$ cat config.mk
export PLATFORM = sky130hd
export DESIGN_NAME = lab_link_frame_receiver
export DESIGN_NICKNAME = d
export VERILOG_FILES = /design/src/rtl/llfr_pkg.sv /design/src/rtl/llfr_frame_fsm.sv /design/src/rtl/lab_link_frame_receiver.sv
export SDC_FILE = /design/constraint.sdc
export NUM_CORES = 1
export LEC_CHECK = 0
export BUFFER_PORTS_ARGS = -buffer_cell sky130_fd_sc_hd__clkbuf_2
export CORE_AREA = 2 2 81 83
export CTS_CLUSTER_DIAMETER = 100
export DETAILED_ROUTE_END_ITERATION = 7
export DIE_AREA = 0 0 83 85
export PLACE_DENSITY_LB_ADDON = 0.12
export SLEW_MARGIN = 0
export SYNTH_ARGS = -nofsm -noshare
export SYNTH_HDL_FRONTEND = slang
export SYNTH_SLANG_ARGS = --single-unit
$ cat constraint.sdc
create_clock -name clk -period 2.9 [get_ports clk]
set_input_delay 0.145 -clock clk [delete_from_list [all_inputs] [get_ports clk]]
set_output_delay 0.145 -clock clk [all_outputs]
set_load 0.02 [all_outputs]
$ cat src/rtl/llfr_pkg.sv
// ----------------------------------------------------------------------------
// llfr_pkg
// Shared types, link character codes and a hex-digit helper for the lab link frame
// receiver.
// ----------------------------------------------------------------------------
package llfr_pkg;

  localparam logic [7:0] CH_STX = 8'h02;
  localparam logic [7:0] CH_ETX = 8'h03;
  localparam logic [7:0] CH_EOT = 8'h04;
  localparam logic [7:0] CH_ENQ = 8'h05;
  localparam logic [7:0] CH_ACK = 8'h06;
  localparam logic [7:0] CH_LF  = 8'h0A;
  localparam logic [7:0] CH_CR  = 8'h0D;
  localparam logic [7:0] CH_NAK = 8'h15;
  localparam logic [7:0] CH_ETB = 8'h17;

  typedef enum logic [1:0] {
    EV_ENQ    = 2'd0,
    EV_ACCEPT = 2'd1,
    EV_REJECT = 2'd2,
    EV_END    = 2'd3
  } event_t;

  typedef enum logic [3:0] {
    PH_IDLE  = 4'b0001,
    PH_BODY  = 4'b0010,
    PH_CHECK = 4'b0100,
    PH_TAIL  = 4'b1000
  } phase_t;

  typedef struct packed {
    logic       valid;
    event_t     ev;
    logic [7:0] sum;
  } frame_res_t;

  // upper-case ascii hex digit
  function automatic logic [7:0] hex_char(input logic [3:0] nib);
    logic [7:0] r;
    if (nib < 4'd10) begin
      r = 8'h30 + {4'd0, nib};
    end else begin
      r = 8'h37 + {4'd0, nib};
    end
    return r;
  endfunction

endpackage

$ cat src/rtl/llfr_frame_fsm.sv
// ----------------------------------------------------------------------------
// llfr_frame_fsm
// Frame state and checksum logic: consumes one byte per step and reports
// the event it causes, if any.
// ----------------------------------------------------------------------------
module llfr_frame_fsm (
  input  logic                 clk,
  input  logic                 rst,
  input  logic                 step,
  input  logic [7:0]           byte_in,
  output llfr_pkg::frame_res_t res
);

  llfr_pkg::phase_t phase, phase_next;
  logic [7:0] running_sum, running_sum_next;
  logic [7:0] high_check_char, high_check_char_next;
  logic [1:0] check_char_count, check_char_count_next;
  logic       frame_bad, frame_bad_next;

  always_comb begin
    phase_next            = phase;
    running_sum_next      = running_sum;
    high_check_char_next  = high_check_char;
    check_char_count_next = check_char_count;
    frame_bad_next        = frame_bad;
    res.valid             = 1'b0;
    res.ev                = llfr_pkg::EV_ENQ;
    res.sum               = 8'd0;

    case (byte_in) inside
      llfr_pkg::CH_ENQ, llfr_pkg::CH_EOT, llfr_pkg::CH_ACK, llfr_pkg::CH_NAK: begin
        phase_next            = llfr_pkg::PH_IDLE;
        running_sum_next      = 8'd0;
        high_check_char_next  = 8'd0;
        check_char_count_next = 2'd0;
        frame_bad_next        = 1'b0;
        res.valid             = 1'b1;
        if (byte_in == llfr_pkg::CH_ENQ) begin
          res.ev = llfr_pkg::EV_ENQ;
        end else if (byte_in == llfr_pkg::CH_EOT) begin
          res.ev = llfr_pkg::EV_END;
        end else begin
          res.ev = llfr_pkg::EV_REJECT;
        end
      end
      llfr_pkg::CH_STX: begin
        if (phase == llfr_pkg::PH_IDLE) begin
          frame_bad_next = 1'b0;
        end
        phase_next            = llfr_pkg::PH_BODY;
        running_sum_next      = 8'd0;
        high_check_char_next  = 8'd0;
        check_char_count_next = 2'd0;
      end
      default: begin
        unique case (phase)
          llfr_pkg::PH_BODY: begin
            running_sum_next = running_sum + byte_in;
            if (byte_in == llfr_pkg::CH_ETX || byte_in == llfr_pkg::CH_ETB) begin
              phase_next            = llfr_pkg::PH_CHECK;
              check_char_count_next = 2'd0;
            end
          end
          llfr_pkg::PH_CHECK: begin
            if (byte_in == llfr_pkg::CH_LF) begin
              res.valid             = 1'b1;
              res.ev                = llfr_pkg::EV_REJECT;
              res.sum               = running_sum;
              phase_next            = llfr_pkg::PH_IDLE;
              running_sum_next      = 8'd0;
              high_check_char_next  = 8'd0;
              check_char_count_next = 2'd0;
              frame_bad_next        = 1'b0;
            end else if (check_char_count == 2'd0) begin
              high_check_char_next  = byte_in;
              check_char_count_next = 2'd1;
            end else begin
              if (high_check_char != llfr_pkg::hex_char(running_sum[7:4]) ||
                  byte_in != llfr_pkg::hex_char(running_sum[3:0])) begin
                frame_bad_next = 1'b1;
              end
              check_char_count_next = 2'd2;
              phase_next            = llfr_pkg::PH_TAIL;
            end
          end
          llfr_pkg::PH_TAIL: begin
            if (byte_in == llfr_pkg::CH_LF) begin
              res.valid             = 1'b1;
              res.ev                = frame_bad ? llfr_pkg::EV_REJECT : llfr_pkg::EV_ACCEPT;
              res.sum               = running_sum;
              phase_next            = llfr_pkg::PH_IDLE;
              running_sum_next      = 8'd0;
              high_check_char_next  = 8'd0;
              check_char_count_next = 2'd0;
              frame_bad_next        = 1'b0;
            end else if (byte_in != llfr_pkg::CH_CR) begin
              frame_bad_next = 1'b1;
            end
          end
          default: begin
            // idle: data without stx opens a bad frame
            phase_next            = llfr_pkg::PH_BODY;
            running_sum_next      = byte_in;
            high_check_char_next  = 8'd0;
            check_char_count_next = 2'd0;
            frame_bad_next        = 1'b1;
          end
        endcase
      end
    endcase
  end

  always_ff @(posedge clk) begin
    if (rst) begin
      phase            <= llfr_pkg::PH_IDLE;
      running_sum      <= 8'd0;
      high_check_char  <= 8'd0;
      check_char_count <= 2'd0;
      frame_bad        <= 1'b0;
    end else if (step) begin
      phase            <= phase_next;
      running_sum      <= running_sum_next;
      high_check_char  <= high_check_char_next;
      check_char_count <= check_char_count_next;
      frame_bad        <= frame_bad_next;
    end
  end

endmodule

$ cat src/rtl/lab_link_frame_receiver.sv
// ----------------------------------------------------------------------------
// lab_link_frame_receiver
// Low-level link framer: answers enquiries, checks frame checksums and
// reports accept, reject and end-of-transmission events.
// ----------------------------------------------------------------------------
// path: each byte is held in the input register, and its result in the result register
// throughput: one byte per cycle, set by the frame state update, unless a result waits untaken;
// bytes that cause no event advance even while a result waits at the output
// reset: synchronous, clears frame state and both valid flags
module lab_link_frame_receiver (
  input  logic       clk,
  input  logic       rst,
  input  logic       in_valid,
  output logic       in_ready,
  input  logic [7:0] rx_byte,
  output logic       out_valid,
  input  logic       out_ready,
  output logic [1:0] event_res,
  output logic [7:0] frame_sum
);

  logic                 byte_valid;
  logic [7:0]           byte_q;
  logic                 advance;
  llfr_pkg::frame_res_t res;

  llfr_frame_fsm u_fsm (
    .clk     (clk),
    .rst     (rst),
    .step    (advance),
    .byte_in (byte_q),
    .res     (res)
  );

  assign advance  = byte_valid && (!res.valid || !out_valid || out_ready);
  assign in_ready = !byte_valid || advance;

  // input register
  always_ff @(posedge clk) begin
    if (rst) begin
      byte_valid <= 1'b0;
    end else if (in_ready) begin
      byte_valid <= in_valid;
    end
  end

  always_ff @(posedge clk) begin
    if (in_valid && in_ready) begin
      byte_q <= rx_byte;
    end
  end

  // result register
  always_ff @(posedge clk) begin
    if (rst) begin
      out_valid <= 1'b0;
    end else if (advance && res.valid) begin
      out_valid <= 1'b1;
    end else if (out_ready) begin
      out_valid <= 1'b0;
    end
  end

  always_ff @(posedge clk) begin
    if (advance && res.valid) begin
      event_res <= res.ev;
      frame_sum <= res.sum;
    end
  end

endmodule
### Yosys cells after proc, flatten, opt, wreduce, memory -nomap -nowiden

Index checks and enable logic that the tools add are counted.

* add/subtract/negate cells: 5
* order comparisons: 2
* equal/unequal tests: 24
* mux-type cells: 54
* reductions and logical operators: 21

Operators with widths (number)
* 8-bit two-way mux: 19
* 6-bit by 4-bit adder with 7-bit output (first input constant): 4
* 8-bit by 3-bit == test with 1-bit output (second input constant): 3
* 4-bit two-way mux: 6
* 8-bit one-hot mux with 3 select lines: 1
* 11-bit two-way mux: 2
* 11-bit one-hot mux with 2 select lines: 1
* 8-bit by 2-bit == test with 1-bit output (second input constant): 2
* 8-bit by 5-bit == test with 1-bit output (second input constant): 2
* 2-bit two-way mux: 8
* 8-bit inequality test: 2
* 8-bit one-hot mux with 2 select lines: 1
* 5-bit by 1-bit inequality test with 1-bit output (second input constant): 3
* 4-bit by 1-bit inequality test with 1-bit output (second input constant): 3
* 4-bit one-hot mux with 3 select lines: 1
* 1-bit two-way mux: 11
* 8-bit adder: 1
* 8-bit by 4-bit == test with 1-bit output (second input constant): 1
* 4-bit less-than comparator (second input constant): 2
* 8-bit by 4-bit inequality test with 1-bit output (second input constant): 1
* 4-bit AND reduction: 2
* 3-bit two-way mux: 2
* 2-bit one-hot mux with 3 select lines: 1
* 6-bit AND reduction: 1
* 18 further kinds: 26

* register bits: 43
* output and inout bits: 12

### Logic depth before layout (Yosys ltp)

* word-level depth: 15
* depth in mapped cells: 10

### Modules after synthesis

A second synthesis with hierarchy kept.

* cells, all modules: 303
* area total of the unflattened synthesis: 2740.1 sq um

By module, submodules not included
* llfr_frame_fsm: times used 1, cells an instance 273, area an instance 2095.8 sq um
* lab_link_frame_receiver: times used 1, cells an instance 30, area an instance 644.4 sq um

### Least setup slack after synthesis

Ideal clock, no wire load.

* path kind: reg2reg
* start point: register byte_q[4]
* end point: register event_res[0] (enable)
* library setup time: 0.379 ns
* arrival: 1.985 ns
* setup slack: 0.536 ns
* cell stages (with the launch flop): 7
* path buffers: 1
* clock period less this slack: 2.364 ns
* path through: edfxtp_1 -> buf_6 -> mux2_4 -> or3b_1 -> nand2_1 -> nand3_1 -> nor2b_1

* cells in the longest elaborated chain, start to end: 10
* elaborated cells on any way between the ends: 17
* classes of those cells: eq/ne: 6; mux: 5; reduce/logical: 6

RTL lines
* from (decl): RTL line lab_link_frame_receiver.sv:23 `logic [7:0] byte_q;`
* from (signal assigned): RTL line lab_link_frame_receiver.sv:49 `byte_q <= rx_byte;`
* 8-bit by 4-bit == test with 1-bit output: RTL line llfr_frame_fsm.sv:65, llfr_frame_fsm.sv:87
* 11-bit two-way mux, on equally long branches: RTL line llfr_frame_fsm.sv:87, llfr_frame_fsm.sv:65
* 11-bit one-hot mux with 2 select lines: RTL line llfr_frame_fsm.sv:56 `unique case (phase)`
* 3-bit two-way mux: RTL line llfr_frame_fsm.sv:30 `case (byte_in) inside`
* 3-bit two-way mux (*): RTL line llfr_frame_fsm.sv:30
* 1-bit logical NOT: RTL line lab_link_frame_receiver.sv:35 `assign advance = byte_valid && (!res.valid || !out_valid || out_ready);`
* 1-bit logical OR (2 in a row): RTL line lab_link_frame_receiver.sv:35
* 1-bit logical AND: RTL line lab_link_frame_receiver.sv:35
* 1-bit logical AND (*): RTL line lab_link_frame_receiver.sv:65 `if (advance && res.valid) begin`
* to (signal assigned): RTL line lab_link_frame_receiver.sv:66 `event_res <= res.ev;`
* to (decl): RTL line lab_link_frame_receiver.sv:18 `output logic [1:0] event_res,`

Every way passes the cells marked *; elsewhere a longest branch is shown, timed or not.
A chain may end at the register's enable or synchronous reset.

### Final worst setup path

* start point: register byte_q[0]
* end point: register u_fsm.running_sum[1]

* cells in the longest elaborated chain, start to end: 10
* elaborated cells on any way between the ends: 22
* classes of those cells: add/sub: 1; eq/ne: 7; mux: 8; reduce/logical: 6

RTL lines
* 8-bit by 4-bit == test with 1-bit output: RTL line llfr_frame_fsm.sv:65, llfr_frame_fsm.sv:87
* 11-bit two-way mux, on equally long branches: RTL line llfr_frame_fsm.sv:87, llfr_frame_fsm.sv:65
* 11-bit one-hot mux with 2 select lines: RTL line llfr_frame_fsm.sv:56
* 3-bit two-way mux (2 in a row): RTL line llfr_frame_fsm.sv:30
* 1-bit logical NOT: RTL line lab_link_frame_receiver.sv:35
* 1-bit logical OR (2 in a row): RTL line lab_link_frame_receiver.sv:35
* 1-bit logical AND: RTL line lab_link_frame_receiver.sv:35
* 2-bit AND reduction (no line)
* to (signal assigned): RTL line llfr_frame_fsm.sv:122 `running_sum <= running_sum_next;`
* to (decl): RTL line llfr_frame_fsm.sv:15 `logic [7:0] running_sum, running_sum_next;`

Several ways; a longest one is shown, not always the timed one.

==> results_dict.tcl <==
set metrics [dict create \
    setup_viol 0 \
    place_hpwl_mm 4.96 \
    crit_type "register to register" \
    synth.distinct_cells 64 \
    post_cts_resized 0 \
    fin_crit_sh_pct 89.0 \
    ir_worst_vdd_mv 0.246 \
    post-cts-setup-buffers 0 \
    std_cell_rows 29 \
    status "finished, final reports clean" \
    initial_core_util_pct 43.7 \
    rsz0062_at_grt "no" \
    layout_min_cycle_time_ns 2.58 \
    cts-root-buf "clkbuf_8" \
    ant_nets 0 \
    fmax_mhz 387 \
    worstSetupStartpointType "register" \
    viasPerCell 5.63 \
    slew_headroom_pct 46.5 \
    synth_ff_type "dfxtp_1" \
    fin_hold_ws_ns 0.0193 \
    die_w_microns 83 \
    syn_inst 304 \
    grt_start_max_net_pins 27 \
    io_buffers 23 \
    design_power_total_mw 1.43 \
    tritoncts "done" \
    syn_to_final_growth_pct 13.2 \
    drcViolationCount 0 \
    critPathMaxStageDelay_ns 0.61 \
    finalMaxSlewViolations 0 \
    post-route-util_pct 49.5 \
    placeableCoreArea_sq_um 6200 \
    fin_nets 354 \
    diodes 0 \
    grt_usage_pct 19.2 \
    wl_per_cell_microns 15.8 \
    grt_pass1_vias 2145 \
    setup_tns_ns 0 \
    cts_hold_buf 0 \
    finalHoldViolCount 0 \
    htreeDepth 2 \
    ys_ff_latch 43 \
    clockBufferDepth 2 \
    critical_path.max_fanout 14 \
    worstPathRequired_ns 3.07 \
    clk_latency_ns 0.29 \
    cp.arrival_ns 2.75 \
    place_congestion 0.923 \
    endpoint_kind "register" \
    path_buf_inv 0 \
    grt_pass1_wl_mm 10.8 \
    synth_edf_count 18 \
    powerDensity_nw_per_um2 465 \
    layout-drive-gt1-share_pct 18.6 \
    grt-ovfl-total 0 \
    die_y_microns 85 \
    synth_warnings 0 \
    clock-sinks 43 \
    cap_violations 0 \
    cts_made_buffers 5 \
    synthArstFlopShare_pct 0 \
    yosysSeqAreaShare_pct 38.4 \
    synth_area_sq_um 2710 \
    slowest_stage "edfxtp_1" \
    cpLargestDelayFamily "compound AO/OA/AOI/OAI gates" \
    antenna_found_initial 0 \
    hold_class "input pin to register" \
    num_vias 2308 \
    die_area_sq_um 7060 \
    dr.pass1.iters 5 \
    fin_skew_ns 0.0117 \
    io-pin-count 24 \
    nFillCells 629 \
    clk_pin_slew_ns 0.09 \
    seqCellArea_sq_um 1040 \
    avgSynthCellArea_sq_um 8.92 \
    drt-total-wl_mm 6.46 \
    multi_input_area_sq_um 1540 \
    cp_cell_sequence "mux2_4, or3b_1, a31oi_2, a21o_1, nor4_1, a221oi_1, nor2_1" \
    syn_nets 326 \
    leakagePower_nw 1.14 \
    first_iter_violations 98 \
    worstMarginPinSlew_ns 0.794 \
]
where the power goes:
part           switching [mW]  internal [mW]  total (mW)
logic                   0.119         0.0995       0.219
registers              0.0406          0.649       0.689
clock network           0.208          0.310       0.518
metrics by stage:
step	cells	setup WS (ns)	cell area, sq um
finish	410	0.319	3070
global route	410	0.120	3070
CTS	410	0.333	3070
detailed placement	402	0.356	2940
global placement	402	0.422	2940
floorplan	304	0.536	2710
cells by family after synthesis:
kind of cell	after synthesis	share of synthesized area [%]
and+or+nand+nor	131	27.8
AOI/OAI and AO/OA	78	19.4
DFF	43	38.4
buffers and inverters	29	4.98
adders and majority gates	10	4.89
xor gates and xnor gates	9	2.91
muxes	4	1.66
registers in the layout, summed over array words and instances (netlist names):
signal	cells
u_fsm.frame_bad	1
u_fsm.check_char_count	2
out_valid	1
event_res	2
u_fsm.running_sum	8
u_fsm.phase	4
byte_q	8
u_fsm.high_check_char	8
frame_sum	8
byte_valid	1
synth_stat cells (all sizes together), types with 4 or more instances:
master  count  area share [%]
nor3b       4             1.5
a22oi       5             1.4
dfxtp      25              18
nand3      10             1.8
inv        13             1.8
a31oi       6             1.6
nor3       15             2.8
nor2       30             4.2
or3         6             1.6
xor2        4             1.3
a21oi      16             3.1
xnor2       5             1.6
nand2b      4            0.92
buf         8             2.1
nand2      23             3.3
nor2b       9             2.1
and2        4            0.92
ha          9             4.2
o21ai      22             4.1
clkbuf      8             1.1
edfxtp     18              20
nand3b     10             2.9
placed cells by master, fill, tap and decap left out, types with 4 or more instances in the layout:
cell type	netlist	final
nand3b_1	9	9
nand3_1	10	10
dfxtp_1	25	25
a21oi_1	15	15
nor2_1	29	29
nor3_1	15	15
or3_1	5	5
o21ai_1	4	4
xor2_1	4	4
clkbuf_2	0	23
o21ai_0	18	18
nand2_1	22	22
a31oi_1	5	5
nor2b_1	9	9
xnor2_1	5	5
inv_1	13	13
ha_1	9	9
clkbuf_8	0	5
and2_1	4	4
a22oi_1	5	5
edfxtp_1	18	18
buf_4	4	14
nand2b_1	4	4
metal layers:
layer | up-vias | GRT usage (%) | wire length, microns
met5 | - | 0 | 0
met4 | 0 | 4.02 | 29
met3 | 2 | 3.21 | 205
met2 | 45 | 34.1 | 3230
met1 | 1083 | 24.6 | 3000
li1 | 1178 | - | -
worst paths after layout:
kind,endpoint,from,cells past startpoint,slack (ns)
worst min-delay path,byte_q[0]$_DFFE_PP_,rx_byte[0],1,0.02
worst max-delay path,u_fsm.running_sum[1]$_SDFFE_PP0P_,byte_q[0]$_DFFE_PP_,7,0.32
worst min register to register,u_fsm.high_check_char[6]$_SDFFE_PP0P_,u_fsm.high_check_char[6]$_SDFFE_PP0P_,2,0.49
worst max register to register,u_fsm.running_sum[1]$_SDFFE_PP0P_,byte_q[0]$_DFFE_PP_,7,0.32
worst register-to-register path, cell delays in order, from the launching register on:
cell      delay (ns)
edfxtp_1        0.61
mux2_4          0.37
or3b_1          0.38
a31oi_2         0.35
a21o_1          0.37
nor4_1          0.09
a221oi_1        0.21
nor2_1          0.06
area by class of cell:
| class | count | share of cell area, % |
|---|---|---|
| repair buffers | 37 | 7.17 |
| multi-input cells | 232 | 50.0 |
| flip-flops and latches | 43 | 33.9 |
| well taps | 77 | 3.14 |
| clock inverters | 1 | 0.978 |
| inverters | 13 | 1.59 |
| clock buffers | 7 | 3.18 |
Note: power is estimated with default switching activity, not from simulation.
